File: config.mk
export PLATFORM = sky130hd
export DESIGN_NAME = etfp_cfg
export DESIGN_NICKNAME = d
export VERILOG_FILES = /design/src/sv/escape_time_fractal_pixel_macros.svh /design/src/sv/etfp_pkg.sv /design/src/sv/etfp_cfg.sv
export SDC_FILE = /design/constraint.sdc
export NUM_CORES = 1
export LEC_CHECK = 0
export BUFFER_PORTS_ARGS = -buffer_cell sky130_fd_sc_hd__buf_4
export CORE_UTILIZATION = 36
export CTS_CLUSTER_DIAMETER = 200
export DETAILED_ROUTE_END_ITERATION = 6
export HOLD_SLACK_MARGIN = 0.06
export PLACE_DENSITY_LB_ADDON = 0.05
export SLEW_MARGIN = 20
export SYNTH_ARGS = -nofsm -noshare
export SYNTH_HDL_FRONTEND = slang
export SYNTH_SLANG_ARGS = --single-unit
File: constraint.sdc
create_clock -name clk -period 1.2 [get_ports clk]
set_input_delay 0.06 -clock clk [delete_from_list [all_inputs] [get_ports clk]]
set_output_delay 0.06 -clock clk [all_outputs]
set_load 0.1 [all_outputs]
File: src/sv/escape_time_fractal_pixel_macros.svh
// Assertion macros shared by the fractal pixel modules.
// Each macro expects clk and arst_n in scope.
`ifndef ESCAPE_TIME_FRACTAL_PIXEL_MACROS_SVH
`define ESCAPE_TIME_FRACTAL_PIXEL_MACROS_SVH

`ifndef ASSERT_OFF
// same-cycle implication
`define ETFP_ASSERT_IMP(lbl, pre, post) \
	lbl: assert property (@(posedge clk) disable iff (!arst_n) (pre) |-> (post)) \
		else $error("fractal pixel check failed");
// next-cycle implication
`define ETFP_ASSERT_NEXT(lbl, pre, post) \
	lbl: assert property (@(posedge clk) disable iff (!arst_n) (pre) |=> (post)) \
		else $error("fractal pixel check failed");
`else
`define ETFP_ASSERT_IMP(lbl, pre, post)
`define ETFP_ASSERT_NEXT(lbl, pre, post)
`endif

`endif

File: src/sv/etfp_pkg.sv
package etfp_pkg;

	// fixed point format
	localparam int FRAC_BITS = 28;
	localparam int Q_W       = 32;
	localparam int Z_W       = 34;
	localparam int MUL_W     = 31;
	localparam int PROD_W    = 60;

	// pixel mapping
	localparam int PIX_W      = 10;
	localparam int IMAGE_SIZE = 1024;
	localparam int HALF_SIZE  = IMAGE_SIZE / 2;
	localparam int OFF_W      = PIX_W + 2;
	localparam int STEP_W     = 31;
	localparam int MAP_W      = OFF_W + STEP_W + 1;
	localparam int MAP_SUM_W  = MAP_W + 1;

	// counts
	localparam int CNT_W  = 16;
	localparam int MAXF_W = 17;
	localparam int COL_W  = 8;

	// color scaling: 256*count divided by radix powers
	localparam int COLOR_RADIX = 30;
	localparam int SUM_W       = CNT_W + 8;
	localparam int RECIP_W     = SUM_W + 1;
	localparam int CPROD_W     = SUM_W + RECIP_W;
	localparam longint unsigned RAD1 = COLOR_RADIX;
	localparam longint unsigned RAD2 = RAD1 * RAD1;
	localparam longint unsigned RAD3 = RAD2 * RAD1;
	localparam int SHIFT1 = SUM_W + $clog2(RAD1);
	localparam int SHIFT2 = SUM_W + $clog2(RAD2);
	localparam int SHIFT3 = SUM_W + $clog2(RAD3);
	localparam logic [RECIP_W-1:0] RECIP1 =
		RECIP_W'(((64'd1 << SHIFT1) + RAD1 - 64'd1) / RAD1);
	localparam logic [RECIP_W-1:0] RECIP2 =
		RECIP_W'(((64'd1 << SHIFT2) + RAD2 - 64'd1) / RAD2);
	localparam logic [RECIP_W-1:0] RECIP3 =
		RECIP_W'(((64'd1 << SHIFT3) + RAD3 - 64'd1) / RAD3);

	// register file
	localparam int ADDR_W = 4;
	localparam int DATA_W = 32;
	typedef enum logic [1:0] {
		REG_CENTER_RE,
		REG_CENTER_IM,
		REG_PIXEL_STEP,
		REG_MAX_ITER
	} reg_idx_t;

	localparam logic signed [Q_W-1:0] CENTER_RE_RST  = -32'sd152471339;
	localparam logic signed [Q_W-1:0] CENTER_IM_RST  = -32'sd152202904;
	localparam logic [STEP_W-1:0]     PIXEL_STEP_RST = 31'd10737;
	localparam logic [CNT_W-1:0]      MAX_ITER_RST   = 16'd27000;

	typedef struct packed {
		logic signed [Q_W-1:0] center_re;
		logic signed [Q_W-1:0] center_im;
		logic [STEP_W-1:0]     pixel_step;
		logic [CNT_W-1:0]      max_iterations;
	} cfg_t;

	// controller to datapath
	typedef struct packed {
		logic map_mul;
		logic map_add;
		logic mul;
		logic step;
		logic esc_done;
		logic lim_done;
		logic color;
		logic out_load;
	} cmd_t;

	// datapath to controller
	typedef struct packed {
		logic zero_limit;
		logic escaped;
		logic last;
	} status_t;

endpackage

File: src/sv/etfp_cfg.sv
module etfp_cfg (
	input  logic                         clk,
	input  logic                         arst_n,
	input  logic                         psel,
	input  logic                         penable,
	input  logic                         pwrite,
	input  logic [etfp_pkg::ADDR_W-1:0]  paddr,
	input  logic [etfp_pkg::DATA_W-1:0]  pwdata,
	output logic [etfp_pkg::DATA_W-1:0]  prdata,
	output logic                         pready,
	output etfp_pkg::cfg_t               cfg
);
	import etfp_pkg::*;

	cfg_t     cfg_q;
	reg_idx_t idx;
	logic     wr_en;

	assign idx    = reg_idx_t'(paddr[ADDR_W-1:2]);
	assign wr_en  = psel && penable && pwrite;
	assign pready = 1'b1;
	assign cfg    = cfg_q;

	// register writes
	always_ff @(posedge clk or negedge arst_n) begin
		if (!arst_n) begin
			cfg_q.center_re      <= CENTER_RE_RST;
			cfg_q.center_im      <= CENTER_IM_RST;
			cfg_q.pixel_step     <= PIXEL_STEP_RST;
			cfg_q.max_iterations <= MAX_ITER_RST;
		end else if (wr_en) begin
			case (idx)
				REG_CENTER_RE:  cfg_q.center_re      <= $signed(pwdata);
				REG_CENTER_IM:  cfg_q.center_im      <= $signed(pwdata);
				REG_PIXEL_STEP: cfg_q.pixel_step     <= pwdata[STEP_W-1:0];
				REG_MAX_ITER:   cfg_q.max_iterations <= pwdata[CNT_W-1:0];
				default: ;
			endcase
		end
	end

	// read mux
	always_comb begin
		case (idx)
			REG_CENTER_RE:  prdata = cfg_q.center_re;
			REG_CENTER_IM:  prdata = cfg_q.center_im;
			REG_PIXEL_STEP: prdata = {{(DATA_W-STEP_W){1'b0}}, cfg_q.pixel_step};
			REG_MAX_ITER:   prdata = {{(DATA_W-CNT_W){1'b0}}, cfg_q.max_iterations};
			default:        prdata = '0;
		endcase
	end

endmodule

==> results of run 1 <==
==> per-stage QoR <==
| stage | power (W) | area [sq um] | worst slack [ns] |
|---|---|---|---|
| final | 0.02610 | 10300 | -0.3906 |
| after global routing | 0.02682 | 10300 | -0.4188 |
| after CTS | 0.02558 | 9986 | -0.3992 |
| after detailed placement | 0.01958 | 7878 | -0.1877 |
| after global placement | 0.01947 | 7878 | -0.1675 |
| after floorplan | 0.01649 | 5766 | -0.3562 |
==> power by group through the flow <==
stage,Combinational (W),Clock (W),Sequential [W]
detailed placement,0.0135,0,0.00612
finish,0.0168,0.00316,0.00617
CTS,0.0161,0.00326,0.00618
floorplan,0.00376,0,0.0127
global route,0.0172,0.00336,0.00628
global placement,0.0134,0,0.00608
==> final cells by class <==
cell class                 instances  area [sq um]  share of cell area, %
sequential                       111          3149                  30.57
clock inverter                     4         51.30                 0.4979
tap                              176         220.2                  2.137
clock buffer                      12         266.5                  2.587
inverter                           1         3.754                0.03643
multi-input combinational        182          2457                  23.85
timing repair buffer             342          4154                  40.32
==> routing by layer <==
metal / part of all wire (%) / vias to the layer above / global-route usage, %
met5: 0 / - / 0
met4: 1.8 / 0 / 7.099
met3: 5.3 / 23 / 6.651
met2: 53 / 133 / 40.80
met1: 40 / 2065 / 27.75
li1: - / 1809 / -
==> path summary, 6_finish.rpt <==
kind | depth (start not counted) | start | endpoint | slack (ns)
worst max-delay path | 2 | cfg[21] | prdata[5] | -0.39
worst min-delay path | 2 | arst_n | cfg[98] | 0.23
min in group clk | 4 | paddr[3] | cfg[55] | 0.33
worst max register to register | 4 | cfg[101] | cfg[101] | 0.03
max in group asynchronous | 3 | arst_n | cfg[35] | 0.44
worst min register to register | 1 | cfg[33] | cfg[33] | 0.53
==> logic make-up (layout without fill, tap and decap cells) <==
family          count (synthesis)  count (layout)  share of synthesized area, %
mux                           143             143                         37.27
flops                         111             111                         56.32
other cells                     1               1                       0.07422
buf+inv                        23             359                         2.798
compound gates                 15              15                         1.486
simple gates                   23              23                         2.056
==> cells in the mapped netlist, types with 3 or more instances <==
cell type  number
dfrtp_1        57
dfstp_2        54
clkbuf_1        4
mux2i_1        16
buf_2          11
o21ai_0        15
buf_4           3
mux2_2         79
buf_6           4
mux2_4         30
mux4_2         16
nand2_1        15
==> worst max-delay path, stage by stage (launching register included) <==
cell	delay, ns
dfstp_4	0.47
mux4_2	0.51
buf_12	0.19
==> timing repair <==
item                                   4_1_cts  5_1_grt
setup endpoints to repair                   97      102
hold buffers                                34        0
endpoints found under the hold margin      212        0
pin swaps                                   15        0
setup buffers                               20       42
gates cloned                                 0        0
gates resized for setup                    319       43
==> out/results.txt, run 1 <==
H-tree depth - 3
Final Max Tran Viols - 0
CP required - 1.14 ns
Top-area cell type share of the netlist area - 28.23%
Setup CP Type - register to primary output
Crit-path max FO - 2
RSZ-0062 raised after global routing - yes
Most frequent cells in the layout - buf_4, buf_12, buf_6
Synthesized netlist cell count - 316
Die area - 14510 sq um
Utilization after layout - 76.58%
Logic pwr share - 64.2%
Cell internal pwr - 0.01322 W
Sw Share - 49.37%
Core Region - 13450 sq um
Total CTS buffers - 9
Clk_skew - 0 ns
DRT Wirelength - 16420 um
Synth area leaders - dfrtp_1, dfstp_2, mux2_2, mux2_4, mux4_2
Power share of the clock group - 12.1%
Routability cong. - 0.7225
Fin crit share - 132.6%
Placed cells - 731
Drt via density - 4.867
Max reg flops - 111
First-pass GRT wire length - 25280 um
Sequential power share - 23.7%
Largest net degree at the start of global routing - 62
Antenna violations before repair - 0
Clk Tree Root Cell - clkbuf_16
Final #Nets - 688
Hold WC Path Type - input port to asynchronous set/reset pin
CTS tree - yes
Die width - 120.5 um
Share of layout cells above drive strength 1 - 91.41%
Clock Pin Slew Worst Setup and Hold Paths - 0.07 ns
Clock buffer depth - 2
GRT overflow - 0
Die height - 120.5 um
Drt initial violations - 102
Final antenna-violating net count - 0
Total negative slack - -15.25 ns
Status - finished, violations left
Final setup viols - 91
Cell leakage power - 4.439 nW
Psw - 0.01289 W
# fillers - 776
Synthesized flop and latch total - 111
Post-synthesis instance area - 5052 sq um
Fmax - 0.6287 GHz
Worst setup SP type - register
Post-synth ARST share - 100.0%
CTS sink cnt - 111
DR WL/cell - 19.83 um
Crit path DAT - 1.53 ns
DRC viols - 0
Number of global-route vias before repair - 4445
Setup crit end kind - primary output
Peak VDD IR - 1.488 mV
Worst-Skew Late Latency - 0.35 ns
GRT Util Overall - 23.34%
Most common cell after layout, fill and taps aside - buf_4
Yosys top cell by area - dfrtp_1
Top FF cell, synth - dfrtp_1
MaxCap Viol Count - 0
Top Ports - 185
Initial Util - 37.56%
Area growth syn-to-layout - 103.9%
Number of synthesized flops with an enable pin - 0
Rows - 42
HPWL Detailed - 10300 um
Router iterations before antenna repair - 4
Hold Vio Cnt, Final - 0
Non-filler cells in the finished layout - 828
Pwr/cell area - 2534 nW/um^2
Post-synthesis sequential area ratio - 56.32%
Worst hold slack - 0.2347 ns
Period minus WS final - 1.591 ns
IO Port Bufs - 181
Syn Area/Cell - 15.99 sq um
Diode count - 0
Final setup margin - -0.3906 ns
Failing checks - setup timing
Netlist cell types - 22
Synthesis Warnings - 0
Vias - 4030
Syn_nets - 357
(Power assumes the default switching activity.)
==> inputs of run 2 (changes only) <==
--- a/config.mk
+++ b/config.mk
@@ -6,7 +6,9 @@
 export NUM_CORES = 1
 export LEC_CHECK = 0
 export BUFFER_PORTS_ARGS = -buffer_cell sky130_fd_sc_hd__buf_4
-export CORE_UTILIZATION = 36
+export CELL_PAD_IN_SITES_DETAIL_PLACEMENT = 1
+export CELL_PAD_IN_SITES_GLOBAL_PLACEMENT = 2
+export CORE_UTILIZATION = 33
 export CTS_CLUSTER_DIAMETER = 200
 export DETAILED_ROUTE_END_ITERATION = 6
 export HOLD_SLACK_MARGIN = 0.06
==> out/results.txt, run 2 (same netlist as run 1, synthesis figures left out) <==
Total CTS buffers - 9 (unchanged)
CP required - 1.14 ns (about the same)
Hold WC Path Type - input port to asynchronous set/reset pin
Routability cong. - 0.7457 (+3.2%)
Worst path top cell family by delay - multiplexers
CTS sink cnt - 111 (unchanged)
Origin of the worst setup path - cfg[6]
Worst reg-to-reg setup slack - 0.02 ns (about the same)
Peak VDD IR - 1.419 mV (-4.6%)
Worst hold slack - 0.2469 ns (+0.01218 ns)
Area growth syn-to-layout - 105.2%
Reg-to-reg endpoint - cfg[66]
GRT overflow - 0 (unchanged)
Vias - 4045 (+0.37%)
First-pass GRT wire length - 28280 um (+12%)
DRT Wirelength - 19040 um (+16%)
Failing checks - setup timing
Fmax - 0.6249 GHz (-0.60%)
Most common cell after layout, fill and taps aside - buf_4
Worst Max-Slew Pin Slew - 0.5456 ns
Final setup margin - -0.4002 ns (-0.009580 ns)
Hold Vio Cnt, Final - 0 (unchanged)
CP bufs+invs - 1 (unchanged)
HPWL Detailed - 11020 um (+6.9%)
Final Max Tran Viols - 0 (unchanged)
Clk Tree Root Cell - clkbuf_16
Initial Util - 34.24% (-3.3 points)
Share of layout cells above drive strength 1 - 91.03% (-0.38 points)
Pwr/cell area - 2517 nW/um^2 (-0.65%)
Launch point of the worst reg-to-reg path - cfg[66]
Die height - 125.7 um (+4.4%)
Final antenna-violating net count - 0 (unchanged)
CP max stage delay - 0.52 ns (about the same)
Slowest cell on crit path - mux4_2
Most frequent cells in the layout - buf_4, buf_6, buf_12
Setup CP Type - register to primary output
Diode count - 0 (unchanged)
GRT Util Overall - 23.83% (+0.50 points)
Antenna violations before repair - 0 (unchanged)
Crit path DAT - 1.54 ns (about the same)
Drt initial violations - 140 (+37%)
Worst-Skew Late Latency - 0.36 ns (about the same)
Largest net degree at the start of global routing - 70 (+13%)
Period minus WS final - 1.600 ns (+0.009580 ns)
Die area - 15810 sq um (+8.9%)
Final #Nets - 694 (+0.87%)
Status - finished, violations left
IO Port Bufs - 181 (unchanged)
Critical path capture point - prdata[6]
Die width - 125.7 um (+4.4%)
Router iterations before antenna repair - 4 (unchanged)
Relative slew slack - 63.62%
CP Cell Sequence - mux4_2 -> buf_12
Tot Pwr - 0.02610 W (about the same)
DRC viols - 0 (unchanged)
Fin crit share - 133.3% (+0.80 points)
Number of global-route vias before repair - 4724 (+6.3%)
Clock Pin Slew Worst Setup and Hold Paths - 0.07 ns (about the same)
DR WL/cell - 22.61 um (+14%)
RSZ-0062 raised after global routing - yes
MaxCap Viol Count - 0 (unchanged)
Clock buffer depth - 2 (unchanged)
Drt via density - 4.804 (-1.3%)
Setup crit end kind - primary output
R2R cell count - 4 (unchanged)
Crit-path max FO - 2 (unchanged)
Max reg flops - 111 (unchanged)
Rows - 44 (+4.8%)
WP depth - 2 (unchanged)
Worst setup SP type - register
Cell leakage power - 4.463 nW (+0.54%)
H-tree depth - 3 (unchanged)
Clk_skew - 0 ns (unchanged)
Final setup viols - 92 (+1.1%)
Top Ports - 185 (unchanged)
CTS tree - yes
Core Region - 14750 sq um (+9.7%)
run 2: cell types whose count changed in the layout (fill, tap and decap cells not counted), moves of 2 or more:
cell	delta
buf_6	+6
clkbuf_1	+5
buf_12	+3
buf_4	-3
clkbuf_8	-2
run 2: metrics by stage:
step                      cell area [sq um]  std cells  TNS [ns]  setup slack (ns)  utilization, %
after floorplan                        5766        316    -10.12           -0.3562               -
after global placement                 7903        736    -15.23           -0.1793           53.56
after detailed placement               7903        736    -18.61           -0.1957           53.56
after CTS                             10060        816    -16.60           -0.4064           68.17
after global routing                  10370        842    -19.67           -0.4311           70.28
final                                 10370        842    -16.34           -0.4002           70.28
run 2: layer usage:
metal / share of wire [%] / up-vias / global-route usage, %
met4: 0.96 / 0 / 5.386
li1: - / 1810 / -
met2: 55 / 126 / 44.80
met3: 5.3 / 13 / 6.542
met5: 0 / - / 0
met1: 38 / 2096 / 26.67
run 2: how the worst min path moves through the flow:
stage / startpoint / end / slack (ns) / cells after the start
floorplan: arst_n / cfg[0] / -0.24 / 0
finish: arst_n / cfg[35] / 0.25 / 3
CTS: arst_n / cfg[35] / 0.26 / 3
global route: arst_n / cfg[35] / 0.28 / 3
global placement: arst_n / cfg[35] / 0.11 / 2
detailed placement: arst_n / cfg[35] / 0.10 / 2
run 2: cell type report:
type	instances	area, sq um
Inverter	1	3.754
Tap cell	184	230.2
Clock inverter	1	5.005
Multi-Input combinational cell	182	2460
Fill cell	1254	4384
Timing Repair Buffer	348	4264
Clock buffer	15	257.7
Sequential cell	111	3149
run 2: what timing repair did:
item,in CTS,in global routing
resized for setup,327,54
pin swaps,15,0
buffers inserted,31,51
hold buffers,33,0
hold endpoints to repair,199,0
setup endpoints to repair,102,105
run 2: worst register-to-register path, cell delays in order (launching register included):
cell and delay, ns:
dfstp_4 0.48, buf_6 0.12, buf_4 0.13, buf_4 0.13, mux2_4 0.25
run 2: power breakdown:
group	internal (W)	switching [W]	leakage, nW
registers	0.00534	0.000824	1.23
logic	0.00622	0.0109	3.10
clock network	0.00147	0.00135	0.128
total	0.0130	0.0131	4.46
