`config.mk`:
```
export PLATFORM = sky130hd
export DESIGN_NAME = etfp_ctrl
export DESIGN_NICKNAME = d
export VERILOG_FILES = /design/src/sv/etfp_pkg.sv /design/src/sv/etfp_ctrl.sv
export VERILOG_INCLUDE_DIRS = /design/src /design/src/sv
export SDC_FILE = /design/constraint.sdc
export NUM_CORES = 1
export LEC_CHECK = 0
export ABC_AREA = 0
export BUFFER_PORTS_ARGS = -buffer_cell sky130_fd_sc_hd__buf_2
export CORE_AREA = 2 2 39 41
export CTS_CLUSTER_DIAMETER = 80
export DETAILED_ROUTE_END_ITERATION = 16
export DIE_AREA = 0 0 41 43
export PLACE_DENSITY_LB_ADDON = 0.3
export SETUP_SLACK_MARGIN = 0.5
export SKIP_LAST_GASP = 1
export SYNTH_ARGS = -nofsm -noshare
export SYNTH_HDL_FRONTEND = slang
export SYNTH_SLANG_ARGS = --single-unit
```
`constraint.sdc`:
```
create_clock -name clk -period 2.1 [get_ports clk]
set_input_delay 0.42 -clock clk [delete_from_list [all_inputs] [get_ports clk]]
set_output_delay 0.42 -clock clk [all_outputs]
set_load 0.05 [all_outputs]
```
`src/sv/escape_time_fractal_pixel_macros.svh`:
```
// Assertion macros shared by the fractal pixel modules.
// Each macro expects clk and arst_n in scope.
`ifndef ESCAPE_TIME_FRACTAL_PIXEL_MACROS_SVH
`define ESCAPE_TIME_FRACTAL_PIXEL_MACROS_SVH

`ifndef ASSERT_OFF
// same-cycle implication
`define ETFP_ASSERT_IMP(lbl, pre, post) \
	lbl: assert property (@(posedge clk) disable iff (!arst_n) (pre) |-> (post)) \
		else $error("fractal pixel check failed");
// next-cycle implication
`define ETFP_ASSERT_NEXT(lbl, pre, post) \
	lbl: assert property (@(posedge clk) disable iff (!arst_n) (pre) |=> (post)) \
		else $error("fractal pixel check failed");
`else
`define ETFP_ASSERT_IMP(lbl, pre, post)
`define ETFP_ASSERT_NEXT(lbl, pre, post)
`endif

`endif

```
`src/sv/etfp_pkg.sv`:
```
package etfp_pkg;

	// fixed point format
	localparam int FRAC_BITS = 28;
	localparam int Q_W       = 32;
	localparam int Z_W       = 34;
	localparam int MUL_W     = 31;
	localparam int PROD_W    = 60;

	// pixel mapping
	localparam int PIX_W      = 10;
	localparam int IMAGE_SIZE = 1024;
	localparam int HALF_SIZE  = IMAGE_SIZE / 2;
	localparam int OFF_W      = PIX_W + 2;
	localparam int STEP_W     = 31;
	localparam int MAP_W      = OFF_W + STEP_W + 1;
	localparam int MAP_SUM_W  = MAP_W + 1;

	// counts
	localparam int CNT_W  = 16;
	localparam int MAXF_W = 17;
	localparam int COL_W  = 8;

	// color scaling: 256*count divided by radix powers
	localparam int COLOR_RADIX = 30;
	localparam int SUM_W       = CNT_W + 8;
	localparam int RECIP_W     = SUM_W + 1;
	localparam int CPROD_W     = SUM_W + RECIP_W;
	localparam longint unsigned RAD1 = COLOR_RADIX;
	localparam longint unsigned RAD2 = RAD1 * RAD1;
	localparam longint unsigned RAD3 = RAD2 * RAD1;
	localparam int SHIFT1 = SUM_W + $clog2(RAD1);
	localparam int SHIFT2 = SUM_W + $clog2(RAD2);
	localparam int SHIFT3 = SUM_W + $clog2(RAD3);
	localparam logic [RECIP_W-1:0] RECIP1 =
		RECIP_W'(((64'd1 << SHIFT1) + RAD1 - 64'd1) / RAD1);
	localparam logic [RECIP_W-1:0] RECIP2 =
		RECIP_W'(((64'd1 << SHIFT2) + RAD2 - 64'd1) / RAD2);
	localparam logic [RECIP_W-1:0] RECIP3 =
		RECIP_W'(((64'd1 << SHIFT3) + RAD3 - 64'd1) / RAD3);

	// register file
	localparam int ADDR_W = 4;
	localparam int DATA_W = 32;
	typedef enum logic [1:0] {
		REG_CENTER_RE,
		REG_CENTER_IM,
		REG_PIXEL_STEP,
		REG_MAX_ITER
	} reg_idx_t;

	localparam logic signed [Q_W-1:0] CENTER_RE_RST  = -32'sd152471339;
	localparam logic signed [Q_W-1:0] CENTER_IM_RST  = -32'sd152202904;
	localparam logic [STEP_W-1:0]     PIXEL_STEP_RST = 31'd10737;
	localparam logic [CNT_W-1:0]      MAX_ITER_RST   = 16'd27000;

	typedef struct packed {
		logic signed [Q_W-1:0] center_re;
		logic signed [Q_W-1:0] center_im;
		logic [STEP_W-1:0]     pixel_step;
		logic [CNT_W-1:0]      max_iterations;
	} cfg_t;

	// controller to datapath
	typedef struct packed {
		logic map_mul;
		logic map_add;
		logic mul;
		logic step;
		logic esc_done;
		logic lim_done;
		logic color;
		logic out_load;
	} cmd_t;

	// datapath to controller
	typedef struct packed {
		logic zero_limit;
		logic escaped;
		logic last;
	} status_t;

endpackage

```
`src/sv/etfp_ctrl.sv`:
```
`include "escape_time_fractal_pixel_macros.svh"

module etfp_ctrl (
	input  logic              clk,
	input  logic              arst_n,
	input  logic              pix_valid,
	output logic              pix_ready,
	output logic              res_valid,
	input  logic              res_ready,
	input  etfp_pkg::status_t status,
	output etfp_pkg::cmd_t    cmd
);
	import etfp_pkg::*;

	typedef enum logic [2:0] {
		ST_IDLE,
		ST_MAP,
		ST_MUL,
		ST_ADD,
		ST_COLOR,
		ST_FIN
	} state_t;

	state_t state_q;
	logic   res_valid_q;

	assign pix_ready = (state_q == ST_IDLE);
	assign res_valid = res_valid_q;

	// commands per state
	always_comb begin
		cmd = '0;
		case (state_q)
			ST_IDLE: cmd.map_mul = pix_valid;
			ST_MAP: begin
				cmd.map_add  = 1'b1;
				cmd.lim_done = status.zero_limit;
			end
			ST_MUL: cmd.mul = 1'b1;
			ST_ADD: begin
				if (status.escaped) begin
					cmd.esc_done = 1'b1;
				end else if (status.last) begin
					cmd.lim_done = 1'b1;
				end else begin
					cmd.step = 1'b1;
				end
			end
			ST_COLOR: cmd.color = 1'b1;
			ST_FIN: cmd.out_load = !res_valid_q || res_ready;
			default: ;
		endcase
	end

	// state and result valid
	always_ff @(posedge clk or negedge arst_n) begin
		if (!arst_n) begin
			state_q     <= ST_IDLE;
			res_valid_q <= 1'b0;
		end else begin
			if (cmd.out_load) begin
				res_valid_q <= 1'b1;
			end else if (res_ready) begin
				res_valid_q <= 1'b0;
			end
			case (state_q)
				ST_IDLE: if (pix_valid) state_q <= ST_MAP;
				ST_MAP: state_q <= status.zero_limit ? ST_COLOR : ST_MUL;
				ST_MUL: state_q <= ST_ADD;
				ST_ADD: state_q <= cmd.step ? ST_MUL : ST_COLOR;
				ST_COLOR: state_q <= ST_FIN;
				ST_FIN: if (cmd.out_load) state_q <= ST_IDLE;
				default: state_q <= ST_IDLE;
			endcase
		end
	end

	`ETFP_ASSERT_NEXT(a_load_shows, cmd.out_load, res_valid_q)
	`ETFP_ASSERT_IMP(a_no_overwrite, cmd.out_load, !res_valid_q || res_ready)
	`ETFP_ASSERT_IMP(a_one_exit, state_q == ST_ADD, $onehot({cmd.esc_done, cmd.lim_done, cmd.step}))

endmodule

```
==> impl_summary.log, run 1 <==
INFO  metric run_status = complete, no violations
INFO  metric share_of_flip_flops_with_an_asynchronous_set_or_reset_after_synthesis = 1.00
INFO  metric antenna_diode_count = 0
INFO  metric worstHoldPathType = in -> reg
INFO  metric clock_sinks = 4
INFO  metric die_x = about 41 um
INFO  metric power_per_cell_area = approximately 1900 mW/mm^2
INFO  metric critical_path_peak_fanout = 4
INFO  metric rsz0062_at_grt = yes
INFO  metric min_clock_period_post_route = about 1700 ps
INFO  metric hpwl_after_detailed_placement = ~540 um
INFO  metric total_congestion_overflow_after_global_routing = 0
INFO  metric ratio_of_cells_with_drive_above_1_in_the_final_layout = 0.738
INFO  metric clk_root_buffer_cell = sky130_fd_sc_hd__clkbuf_4
INFO  metric timing_worst_setup_path_type = reg -> out
INFO  metric critical_path_arrival = between 1000 and 1500 ps
INFO  metric synthAdderAreaFrac = 0
INFO  metric leakage_power_total = 0.286 nW
INFO  metric vias_per_cell = approximately 4.8
INFO  metric fp.coreArea = approximately 0.0014 mm^2
INFO  metric mapped_nets = 43
INFO  metric numCtsBuffers = 3
INFO  metric postRouteAntennaNets = 0
INFO  metric critical_path.slowest_cell = sky130_fd_sc_hd__dfrtp_2
INFO  metric worstSetupEndpointType = output port
INFO  metric wl_per_cell = ~12 um
INFO  metric area_growth_syn_to_layout = 80.3%
INFO  metric vias = 370
INFO  metric floorplan.die.height = 43 um
INFO  metric initial_core_util = 0.248
INFO  metric synth-xor-area-share = 0
INFO  metric initial_drt_markers = 3
INFO  metric gr_util_all_layers = 0.120
INFO  metric synth.yosys.warnings = 0
INFO  metric synthesis.area_per_instance = roughly 9.5 um^2
INFO  metric layout.nets = 70
INFO  metric report.final.hold_viol_count = 0
INFO  metric h-tree-depth = 1
INFO  metric port_buffers = 16
INFO  metric peakVddDrop = between 0.0006 and 0.0007 V
INFO  metric io-pin-count = 17
INFO  metric antenna_violations_before_repair = 0
INFO  metric worst_clock_skew = 4.91 ps
INFO  metric syn-instance-count = 36
INFO  metric finalSetupViolCount = 0
INFO  metric critPathLaunch = state_q[2]$_DFFE_PN0P_
INFO  metric grt_first_pass_wirelength = approximately 1.4 mm
INFO  metric post_synth_edffs = 0
INFO  metric synth.top_cell.area_share = 0.292
INFO  metric timing_max_transition_violations_final = 0
INFO  metric tritoncts = done
INFO  metric family_of_cells_with_the_greatest_summed_delay_on_the_critical_path = flip-flops
INFO  metric ys_seq_elements = 4
INFO  metric cp_num_buf_inv = 1
INFO  metric worst_skew_pair.late_latency = 240 ps
INFO  metric setup.worst_path.start_class = register
INFO  metric place.detailed.instances = 65
INFO  metric drt_pass1_iterations = 4
INFO  metric fillCellCount = 131
INFO  metric worst_hold_startpoint = res_ready
INFO  metric pre_cts_slack = 445 ps
INFO  metric postLayoutSetupSlackWorst = around 400 ps
INFO  metric synth-compound-area-share = 0.153
INFO  metric seq_area_frac_synth = 0.292
INFO  metric synthDistinctLibCells = 20
INFO  metric grt_start_max_net_pins = 8
INFO  metric rr_startpoint = state_q[1]$_DFFE_PN0P_
INFO  metric cts-root-to-sink-buffers = 2
INFO  metric cell_type_with_the_highest_aggregate_area_in_the_netlist = sky130_fd_sc_hd__dfrtp_1
INFO  metric crit_chain = nand2b_4 -> nor4b_4 -> buf_6
INFO  metric drt-total-wl = roughly 920 um
INFO  metric synth_area_leaders = sky130_fd_sc_hd__dfrtp_1 (29%), sky130_fd_sc_hd__buf_6 (9.9%), sky130_fd_sc_hd__nor3b_2 (7.3%), sky130_fd_sc_hd__nor4b_4 (6.9%), sky130_fd_sc_hd__nand2b_1 (5.5%)
INFO  metric finalCritPeriodShare = 0.805
INFO  metric cp_data_required_time = ~1700 ps
INFO  metric route.detailed.drc = 0
INFO  metric worst_slew_pin_slew = around 250 ps
INFO  metric num_rows = 14
INFO  metric slew-limit-headroom = 0.836
INFO  metric totalNegativeSetupSlack = 0 ps
INFO  metric die_area = 0.00176 mm^2
INFO  metric yosys.area_share.simple = 0.445
INFO  metric first_global_vias = 361
INFO  metric ys.flop_type = sky130_fd_sc_hd__dfrtp_1
INFO  metric timing.critical_path.slowest_cell_delay = about 440 ps
INFO  metric clk_transition_reported_paths = around 40 ps
INFO  metric largest_family_of_logic_cells_by_synthesized_area = simple AND/OR/NAND/NOR gates
INFO  metric finalWeightedCongestion = 0.696
INFO  metric final_cells = 77
INFO  metric post_synth_mux_area_share = 0
INFO  metric max_clock_freq = around 590 MHz
INFO  metric post_synth_instance_area = ~340 um^2
INFO  metric timing.max_cap.violations = 0
==> tightest hold or removal path, cell delays in order <==
cell	delay (ps)
sky130_fd_sc_hd__buf_2	80
sky130_fd_sc_hd__nand3b_1	110
sky130_fd_sc_hd__a221oi_2	60
==> cell usage in the layout (no fill, tap or decap), drive strengths merged, types with 2 or more instances in the layout <==
cell type | Yosys | final
a21oi | 3 | 3
nor3 | 2 | 2
nand2b | 4 | 4
o21ai | 3 | 3
nand3b | 2 | 2
nand2 | 2 | 2
clkbuf | 0 | 3
nor2 | 5 | 5
dfrtp | 4 | 4
nor3b | 2 | 2
buf | 3 | 24
==> final cells by class <==
cell class              count  area, um^2  area share
multi-input cells          28         245       0.397
repair buffers             25         223       0.360
flip-flops and latches      4         104       0.168
clock buffers               3        22.5      0.0364
well taps                  16        20.0      0.0324
inverters                   1        3.75     0.00607
==> power by group <==
group	internal [mW]	switching [mW]	leakage, nW	total [mW]
combinational	0.381	0.477	0.225	0.858
clock	0.0643	0.0363	0.0138	0.101
sequential	0.120	0.0702	0.0476	0.190
total	0.565	0.583	0.286	1.15
==> timing repair <==
action                                  CTS  global route
endpoints found under the hold margin     4             0
hold buffers                              1             0
gates resized for setup                  26             3
buffers inserted                          8             0
pin swaps                                 2             0
endpoints found under the setup margin    9             8
==> stage by stage <==
step                power [mW]  hold WS [ps]  instance area, um^2   util
floorplan                0.730           124                  364      -
global placement         0.776           231                  430  0.311
detailed placement       0.782           227                  430  0.311
CTS                       1.13           470                  608  0.439
global route              1.22           495                  618  0.447
finish                    1.15           473                  618  0.447
==> state kept, by name, summed over array words and instances (netlist names) <==
| register | count |
|---|---|
| res_valid | 1 |
| state_q | 3 |
==> final timing paths <==
path / to / slack (ps) / cells after the start
worst max-delay path: cmd[4] / 410 / 3
worst min-delay path: state_q[0]$_DFFE_PN0P_ / 470 / 3
worst max register to register: state_q[2]$_DFFE_PN0P_ / 970 / 5
worst min register to register: res_valid$_DFFE_PN0P_ / 580 / 2
max in group asynchronous: state_q[2]$_DFFE_PN0P_ / 1440 / 2
min in group asynchronous: res_valid$_DFFE_PN0P_ / 520 / 2
==> cells in the mapped netlist (2+ instances only) <==
| library cell | number |
|---|---|
| sky130_fd_sc_hd__dfrtp_1 | 4 |
| sky130_fd_sc_hd__nor2_1 | 4 |
| sky130_fd_sc_hd__buf_6 | 3 |
| sky130_fd_sc_hd__nor3b_2 | 2 |
| sky130_fd_sc_hd__a21oi_1 | 3 |
| sky130_fd_sc_hd__o21ai_1 | 2 |
| sky130_fd_sc_hd__nand2b_1 | 3 |
| sky130_fd_sc_hd__nand2_1 | 2 |
| sky130_fd_sc_hd__nand3b_1 | 2 |
==> metal layers <==
metal / routed length (um) / global-route usage / vias to the layer above
met4: 0 / 0.0400 / 0
met5: 0 / 0 / -
li1: - / - / 179
met1: 365 / 0.140 / 178
met3: 64 / 0.0524 / 0
met2: 490 / 0.188 / 13
==> kinds of logic after synthesis <==
| kind of cell | after synthesis |
|---|---|
| flip-flops | 4 |
| AND/OR/NAND/NOR | 20 |
| buffers and inverters | 4 |
| AO/OA/AOI/OAI | 8 |
Power figures use the tool's default switching activity.
==> run 2, diff against run 1 <==
Settings changed: ABC_AREA 0 to 1.
Clock period 2.1 ns to 1.6 ns, I/O delays scaled along.
==> impl_summary.log, run 2 <==
INFO  metric run_status = complete, no violations (unchanged)
INFO  metric seq_area_frac_synth = 0.367 (was 0.292)
INFO  metric hold_ws = 278 ps (was 473 ps)
INFO  metric totalNegativeSetupSlack = 0 ps (unchanged)
INFO  metric ys_seq_elements = 4 (unchanged)
INFO  metric synth-compound-area-share = 0.0734 (was 0.153)
INFO  metric clk_root_buffer_cell = sky130_fd_sc_hd__clkbuf_4 (unchanged)
INFO  metric first_global_vias = 313 (was 361)
INFO  metric post_synth_edffs = 0 (unchanged)
INFO  metric hpwl_after_detailed_placement = 567 um (was 545 um)
INFO  metric tritoncts = done (unchanged)
INFO  metric postRouteAntennaNets = 0 (unchanged)
INFO  metric cts-root-to-sink-buffers = 2 (unchanged)
INFO  metric worst_slew_pin_slew = 234 ps (was 247 ps)
INFO  metric share_of_flip_flops_with_an_asynchronous_set_or_reset_after_synthesis = 1.00 (unchanged)
INFO  metric route.detailed.drc = 0 (unchanged)
INFO  metric post_synth_mux_area_share = 0 (unchanged)
INFO  metric report.final.hold_viol_count = 0 (unchanged)
INFO  metric finalWeightedCongestion = 0.803 (was 0.696)
INFO  metric min_clock_period_post_route = roughly 1600 ps
INFO  metric total_congestion_overflow_after_global_routing = 0 (unchanged)
INFO  metric area_growth_syn_to_layout = 115% (was 80.3%)
INFO  metric clock_sinks = 4 (unchanged)
INFO  metric drt_pass1_iterations = 4 (unchanged)
INFO  metric die_area = 0.00176 mm^2 (unchanged)
INFO  metric fp.coreArea = 0.00138 mm^2 (unchanged)
INFO  metric mapped_nets = 51 (was 43)
INFO  metric combPwrFrac = 0.709 (was 0.747)
INFO  metric instance_area_at_placement = 438 um^2 (was 430 um^2)
INFO  metric finalSetupViolCount = 0 (unchanged)
INFO  metric io-pin-count = 17 (unchanged)
INFO  metric initial_core_util = 0.197 (was 0.248)
INFO  metric setup.worst_path.start_class = register (unchanged)
INFO  metric synth.yosys.warnings = 0 (unchanged)
INFO  metric post_synth_instance_area = 273 um^2 (was 343 um^2)
INFO  metric cell_type_with_the_highest_aggregate_area_in_the_netlist = sky130_fd_sc_hd__dfrtp_1 (unchanged)
INFO  metric biggest_register = state_q (unchanged)
INFO  metric floorplan.die.height = 43 um (unchanged)
INFO  metric p_clk_frac = 0.101 (was 0.088)
INFO  metric max_clock_freq = between 600 and 700 MHz
INFO  metric timing.critical_path.slowest_cell_delay = 450 ps (was 440 ps)
INFO  metric fin_util = 0.424 (was 0.447)
INFO  metric numCtsBuffers = 3 (unchanged)
INFO  metric antenna_diode_count = 0 (unchanged)
INFO  metric worstHoldPathType = in -> reg (unchanged)
INFO  metric drt-total-wl = 825 um (was 921 um)
INFO  metric timing_max_transition_violations_final = 0 (unchanged)
INFO  metric worst_skew_pair.late_latency = 240 ps (about the same)
INFO  metric num_rows = 14 (unchanged)
INFO  metric gr_util_all_layers = 0.108 (was 0.120)
INFO  metric wl_per_cell = 9.94 um (was 12.0 um)
INFO  metric post-route-cell-area = 587 um^2 (was 618 um^2)
INFO  metric vias = 340 (was 370)
INFO  metric yosys.area_share.simple = 0.394 (was 0.445)
INFO  metric h-tree-depth = 1 (unchanged)
INFO  metric grt_first_pass_wirelength = 1.26 mm (was 1.41 mm)
INFO  metric critical_path.slowest_cell = sky130_fd_sc_hd__dfrtp_2 (unchanged)
INFO  metric port_buffers = 16 (unchanged)
INFO  metric total_switching_power = 0.712 mW (was 0.583 mW)
INFO  metric vias_per_cell = 4.10 (was 4.81)
INFO  metric power_per_cell_area = 2190 mW/mm^2 (was 1860 mW/mm^2)
INFO  metric slew-limit-headroom = 0.844 (was 0.836)
INFO  metric crit_chain = buf_4 -> nand3_1 -> clkinvlp_4 -> buf_8 (was nand2b_4 -> nor4b_4 -> buf_6)
INFO  metric cp_data_required_time = 1280 ps (was 1680 ps)
INFO  metric dominant_cell_by_count_in_the_synthesized_netlist = sky130_fd_sc_hd__inv_1
INFO  metric post_synth_most_frequent_cells = sky130_fd_sc_hd__inv_1 (10), sky130_fd_sc_hd__nor2_1 (9), sky130_fd_sc_hd__nand2_1 (8), sky130_fd_sc_hd__dfrtp_1 (4), sky130_fd_sc_hd__nand3_1 (3) (was sky130_fd_sc_hd__dfrtp_1 (4), sky130_fd_sc_hd__nor2_1 (4), sky130_fd_sc_hd__a21oi_1 (3), sky130_fd_sc_hd__buf_6 (3), sky130_fd_sc_hd__nand2b_1 (3))
INFO  metric peakVddDrop = 0.000944 V (was 0.000630 V)
INFO  metric power_report.internal_total = 0.575 mW (was 0.565 mW)
INFO  metric worst_clock_skew = 4.63 ps (was 4.91 ps)
INFO  metric grt_start_max_net_pins = 8 (unchanged)
INFO  metric largest_family_of_logic_cells_by_synthesized_area = simple AND/OR/NAND/NOR gates (unchanged)
INFO  metric synthAdderAreaFrac = 0 (unchanged)
INFO  metric timing_worst_setup_path_type = reg -> out (unchanged)
INFO  metric syn-instance-count = 44 (was 36)
INFO  metric antenna_violations_before_repair = 0 (unchanged)
INFO  metric initial_drt_markers = 6 (was 3)
INFO  metric largest_reg_flops = 3 (unchanged)
INFO  metric die_x = 41 um (unchanged)
INFO  metric finalCritPeriodShare = 0.978
INFO  metric switching_share = 0.553 (was 0.508)
INFO  metric worstSetupEndpointType = output port (unchanged)
INFO  metric synth-xor-area-share = 0 (unchanged)
INFO  metric critical_path_arrival = 1240 ps (was 1270 ps)
INFO  metric synthesis.area_per_instance = 6.20 um^2 (was 9.52 um^2)
INFO  metric clk_transition_reported_paths = 40 ps (about the same)
INFO  metric layout.nets = 76 (was 70)
INFO  metric rsz0062_at_grt = yes (unchanged)
INFO  metric timing.max_cap.violations = 0 (unchanged)
INFO  metric synthDistinctLibCells = 11 (was 20)
INFO  metric ys.flop_type = sky130_fd_sc_hd__dfrtp_1 (unchanged)
INFO  metric synth.top_cell.area_share = 0.367 (was 0.292)
INFO  metric power.share.sequential = 0.190 (was 0.165)
INFO  metric critical_path_peak_fanout = 6 (was 4)
INFO  metric mostFrequentLayoutCells = sky130_fd_sc_hd__inv_1 (7), sky130_fd_sc_hd__buf_6 (7), sky130_fd_sc_hd__buf_2 (6) (was sky130_fd_sc_hd__buf_6 (8), sky130_fd_sc_hd__buf_2 (7), sky130_fd_sc_hd__buf_4 (7))
INFO  metric synth_area_leaders = sky130_fd_sc_hd__dfrtp_1 (37%), sky130_fd_sc_hd__inv_1 (14%), sky130_fd_sc_hd__nor2_1 (12%), sky130_fd_sc_hd__nand2_1 (11%), sky130_fd_sc_hd__nand3_1 (5.5%) (was sky130_fd_sc_hd__dfrtp_1 (29%), sky130_fd_sc_hd__buf_6 (9.9%), sky130_fd_sc_hd__nor3b_2 (7.3%), sky130_fd_sc_hd__nor4b_4 (6.9%), sky130_fd_sc_hd__nand2b_1 (5.5%))
INFO  metric leakage_power_total = 0.255 nW (was 0.286 nW)
INFO  metric ratio_of_cells_with_drive_above_1_in_the_final_layout = 0.642 (was 0.738)
run 2: changes by cell type after synthesis, moves of 3 or more:
cell	change
sky130_fd_sc_hd__nand2b_1	-3
sky130_fd_sc_hd__nand2_1	+6
sky130_fd_sc_hd__inv_1	+10
sky130_fd_sc_hd__a21oi_1	-3
sky130_fd_sc_hd__nand3_1	+3
sky130_fd_sc_hd__buf_6	-3
sky130_fd_sc_hd__nor2_1	+5
run 2: critical path, delay by kind of cell (launching register included):
| kind | cells | cell delay, ps |
|---|---|---|
| buf+inv | 3 | 430 |
| flops | 1 | 450 |
| simple gates | 1 | 120 |
run 2: layer usage:
metal | up-vias | wire [um] | global-route usage
met2 | 16 | 414 | 0.169
li1 | 179 | - | -
met1 | 145 | 326 | 0.120
met5 | - | 0 | 0
met3 | 0 | 84 | 0.0681
met4 | 0 | 0 | 0.0200
run 2: cell type report:
| cell class | instances | area (um^2) |
|---|---|---|
| Fill cell | 147 | 797 |
| Multi-Input combinational cell | 28 | 194 |
| Timing Repair Buffer | 20 | 186 |
| Sequential cell | 4 | 105 |
| Inverter | 12 | 58.8 |
| Clock buffer | 3 | 22.5 |
| Tap cell | 16 | 20.0 |
run 2: cells by family after synthesis:
| logic type | Yosys count |
|---|---|
| buf+inv | 12 |
| compound gates | 4 |
| flops | 4 |
| simple gates | 24 |
run 2: through the flow:
stage	power, mW	instances	setup slack (ps)
finish	1.29	83	35.9
global route	1.37	83	-8.62
CTS	1.25	81	37.7
detailed placement	0.944	76	140
global placement	0.938	76	142
floorplan	0.808	44	312
run 2: power groups by stage:
stage | Clock [mW] | Sequential, mW | Combinational [mW]
2_1_floorplan | 0 | 0.264 | 0.544
3_3_place_gp | 0 | 0.227 | 0.711
3_5_place_dp | 0 | 0.232 | 0.712
4_1_cts | 0.132 | 0.250 | 0.869
5_1_grt | 0.144 | 0.255 | 0.972
6_report | 0.130 | 0.244 | 0.913
run 2: path summary, 6_finish.rpt:
check,from,endpoint,slack (ps),depth (start not counted)
setup / recovery,state_q[1]$_DFFE_PN0P_,cmd[5],40,4
hold / removal,status[2],state_q[1]$_DFFE_PN0P_,280,2
setup reg to reg,state_q[1]$_DFFE_PN0P_,state_q[1]$_DFFE_PN0P_,460,5
hold reg to reg,res_valid$_DFFE_PN0P_,res_valid$_DFFE_PN0P_,600,2
max in group asynchronous,arst_n,state_q[0]$_DFFE_PN0P_,1050,2
min in group asynchronous,arst_n,res_valid$_DFFE_PN0P_,410,2
run 2: timing repair:
action | 4_1_cts | 5_1_grt
setup buffers | 1 | 2
setup endpoints to repair | 11 | 12
hold buffers | 1 | 0
gates resized for setup | 28 | 2
endpoints found under the hold margin | 4 | 0
pin swaps | 4 | 0
==> run 3, diff against run 2 <==
Settings changed: RECOVER_POWER set to 50.
==> impl_summary.log, run 3 (synthesized netlist as in run 2, its figures left out) <==
INFO  metric numCtsBuffers = 3 (unchanged)
INFO  metric rr_startpoint = state_q[1]$_DFFE_PN0P_ (unchanged)
INFO  metric vias_per_cell = 4.10 (unchanged)
INFO  metric die_x = 41 um (unchanged)
INFO  metric drt_pass1_iterations = 4 (unchanged)
INFO  metric pre_cts_slack = 140 ps (unchanged)
INFO  metric finalSetupViolCount = 0 (unchanged)
INFO  metric peakVddDrop = 0.000944 V (about the same)
INFO  metric worstHoldPathType = in -> reg (unchanged)
INFO  metric crit_chain = buf_4 -> nand3_1 -> clkinvlp_4 -> buf_8 (unchanged)
INFO  metric timing_max_transition_violations_final = 0 (unchanged)
INFO  metric drt-total-wl = 822 um (was 825 um)
INFO  metric worst-path-stages = 4 (unchanged)
INFO  metric clock_sinks = 4 (unchanged)
INFO  metric worstReg2RegEnd = state_q[1]$_DFFE_PN0P_ (unchanged)
INFO  metric timing.reg2reg.worst_path_depth = 5 (unchanged)
INFO  metric ff2ff_setup_slack = 460 ps (about the same)
INFO  metric finalCritPeriodShare = 0.978 (unchanged)
INFO  metric grt_start_max_net_pins = 8 (unchanged)
INFO  metric die_area = 0.00176 mm^2 (unchanged)
INFO  metric cp_data_required_time = 1280 ps (about the same)
INFO  metric hold_ws = 278 ps (unchanged)
INFO  metric vias = 340 (unchanged)
INFO  metric worst_clock_skew = 4.44 ps (was 4.63 ps)
INFO  metric ratio_of_cells_with_drive_above_1_in_the_final_layout = 0.627 (was 0.642)
INFO  metric initial_core_util = 0.197 (unchanged)
INFO  metric port_buffers = 16 (unchanged)
INFO  metric report.final.hold_viol_count = 0 (unchanged)
INFO  metric min_clock_period_post_route = 1560 ps (unchanged)
INFO  metric postLayoutSetupSlackWorst = 35.9 ps (unchanged)
INFO  metric area_growth_syn_to_layout = 115% (about the same)
INFO  metric hpwl_after_detailed_placement = 567 um (unchanged)
INFO  metric rsz0062_at_grt = yes (unchanged)
INFO  metric timing.critical_path.slowest_cell_delay = 450 ps (about the same)
INFO  metric clk_transition_reported_paths = 40 ps (about the same)
INFO  metric leakage_power_total = 0.252 nW (was 0.255 nW)
INFO  metric route.detailed.drc = 0 (unchanged)
INFO  metric tritoncts = done (unchanged)
INFO  metric initial_drt_markers = 6 (unchanged)
INFO  metric biggest_register = state_q (unchanged)
INFO  metric largest_reg_flops = 3 (unchanged)
INFO  metric floorplan.die.height = 43 um (unchanged)
INFO  metric run_status = complete, no violations (unchanged)
INFO  metric antenna_violations_before_repair = 0 (unchanged)
INFO  metric grt_first_pass_wirelength = 1.26 mm (unchanged)
INFO  metric h-tree-depth = 1 (unchanged)
INFO  metric finalWeightedCongestion = 0.803 (unchanged)
INFO  metric setup.worst_path.start_class = register (unchanged)
INFO  metric cp_num_buf_inv = 3 (unchanged)
INFO  metric family_of_cells_with_the_greatest_summed_delay_on_the_critical_path = flip-flops (unchanged)
INFO  metric io-pin-count = 17 (unchanged)
INFO  metric timing.max_cap.violations = 0 (unchanged)
INFO  metric num_rows = 14 (unchanged)
INFO  metric max_clock_freq = 639 MHz (unchanged)
INFO  metric fp.coreArea = 0.00138 mm^2 (unchanged)
INFO  metric critical_path_peak_fanout = 6 (unchanged)
INFO  metric postRouteAntennaNets = 0 (unchanged)
INFO  metric power_per_cell_area = 2200 mW/mm^2 (was 2190 mW/mm^2)
INFO  metric antenna_diode_count = 0 (unchanged)
INFO  metric critical_path_arrival = 1240 ps (about the same)
INFO  metric gr_util_all_layers = 0.108 (unchanged)
INFO  metric final_cells = 83 (unchanged)
INFO  metric worst_slew_pin_slew = 234 ps (unchanged)
INFO  metric place.detailed.instances = 76 (unchanged)
INFO  metric cp-endpoint = cmd[5] (unchanged)
INFO  metric slew-limit-headroom = 0.844 (unchanged)
INFO  metric critical_path.slowest_cell = sky130_fd_sc_hd__dfrtp_2 (unchanged)
INFO  metric critPathLaunch = state_q[1]$_DFFE_PN0P_ (unchanged)
INFO  metric worstSetupEndpointType = output port (unchanged)
INFO  metric total_congestion_overflow_after_global_routing = 0 (unchanged)
INFO  metric cts-root-to-sink-buffers = 2 (unchanged)
INFO  metric worst_skew_pair.late_latency = 240 ps (about the same)
INFO  metric layout.nets = 76 (unchanged)
INFO  metric wl_per_cell = 9.90 um (was 9.94 um)
INFO  metric first_global_vias = 313 (unchanged)
INFO  metric clk_root_buffer_cell = sky130_fd_sc_hd__clkbuf_4 (unchanged)
INFO  metric post-route-cell-area = 586 um^2 (was 587 um^2)
INFO  metric timing_worst_setup_path_type = reg -> out (unchanged)
INFO  metric mostFrequentLayoutCells = sky130_fd_sc_hd__inv_1 (7), sky130_fd_sc_hd__buf_6 (7), sky130_fd_sc_hd__nand2_1 (5), sky130_fd_sc_hd__nor2_4 (5), sky130_fd_sc_hd__buf_2 (5) (was sky130_fd_sc_hd__inv_1 (7), sky130_fd_sc_hd__buf_6 (7), sky130_fd_sc_hd__buf_2 (6))
INFO  metric instance_area_at_placement = 438 um^2 (unchanged)
[run 3: report_power, final]
part           internal [mW]  leakage (nW)  switching [mW]
registers              0.157        0.0458          0.0870
clock network         0.0843        0.0138          0.0461
logic                  0.333         0.193           0.579
[run 3: worst min path at each step]
| stage | cells past startpoint | start | to | slack (ps) |
|---|---|---|---|---|
| 3_5_place_dp | 1 | arst_n | state_q[2]$_DFFE_PN0P_ | 130 |
| 5_1_grt | 2 | status[2] | state_q[1]$_DFFE_PN0P_ | 290 |
| 3_3_place_gp | 1 | arst_n | state_q[2]$_DFFE_PN0P_ | 130 |
| 4_1_cts | 2 | status[2] | state_q[1]$_DFFE_PN0P_ | 270 |
| 6_report | 2 | status[2] | state_q[1]$_DFFE_PN0P_ | 280 |
| 2_1_floorplan | 0 | arst_n | res_valid$_DFFE_PN0P_ | 20 |
[run 3: routing by layer]
metal,global-route usage,vias to the layer above,part of all wire
met5,0,-,0
met4,0.0200,0,0
met3,0.0681,0,0.10
met2,0.169,16,0.50
met1,0.120,144,0.40
li1,-,180,-
[run 3: final cells by class]
cell class | instances | area, um^2
fillers | 147 | 798
multi-input cells | 28 | 194
repair buffers | 20 | 185
flip-flops and latches | 4 | 105
inverters | 12 | 58.8
clock buffers | 3 | 22.5
well taps | 16 | 20.0
[run 3: through the flow]
step | total power [mW] | utilization | TNS, ps
finish | 1.29 | 0.423 | 0
global route | 1.37 | 0.423 | -24.7
CTS | 1.25 | 0.407 | 0
detailed placement | 0.944 | 0.316 | 0
global placement | 0.938 | 0.316 | 0
floorplan | 0.808 | - | 0
[run 3: what timing repair did]
item,in CTS,in global routing
hold endpoints to repair,4,0
pin swaps,4,0
endpoints found under the setup margin,11,12
hold buffers,1,0
resized for setup,28,2
setup buffers,1,2
[run 3: worst register-to-register path, cell delays in order, from the launching register on]
cell and delay, ps:
sky130_fd_sc_hd__dfrtp_2 450, sky130_fd_sc_hd__buf_4 170, sky130_fd_sc_hd__nand3_1 120, sky130_fd_sc_hd__clkinvlp_4 120
sky130_fd_sc_hd__nor2_1 100, sky130_fd_sc_hd__o21ai_1 70
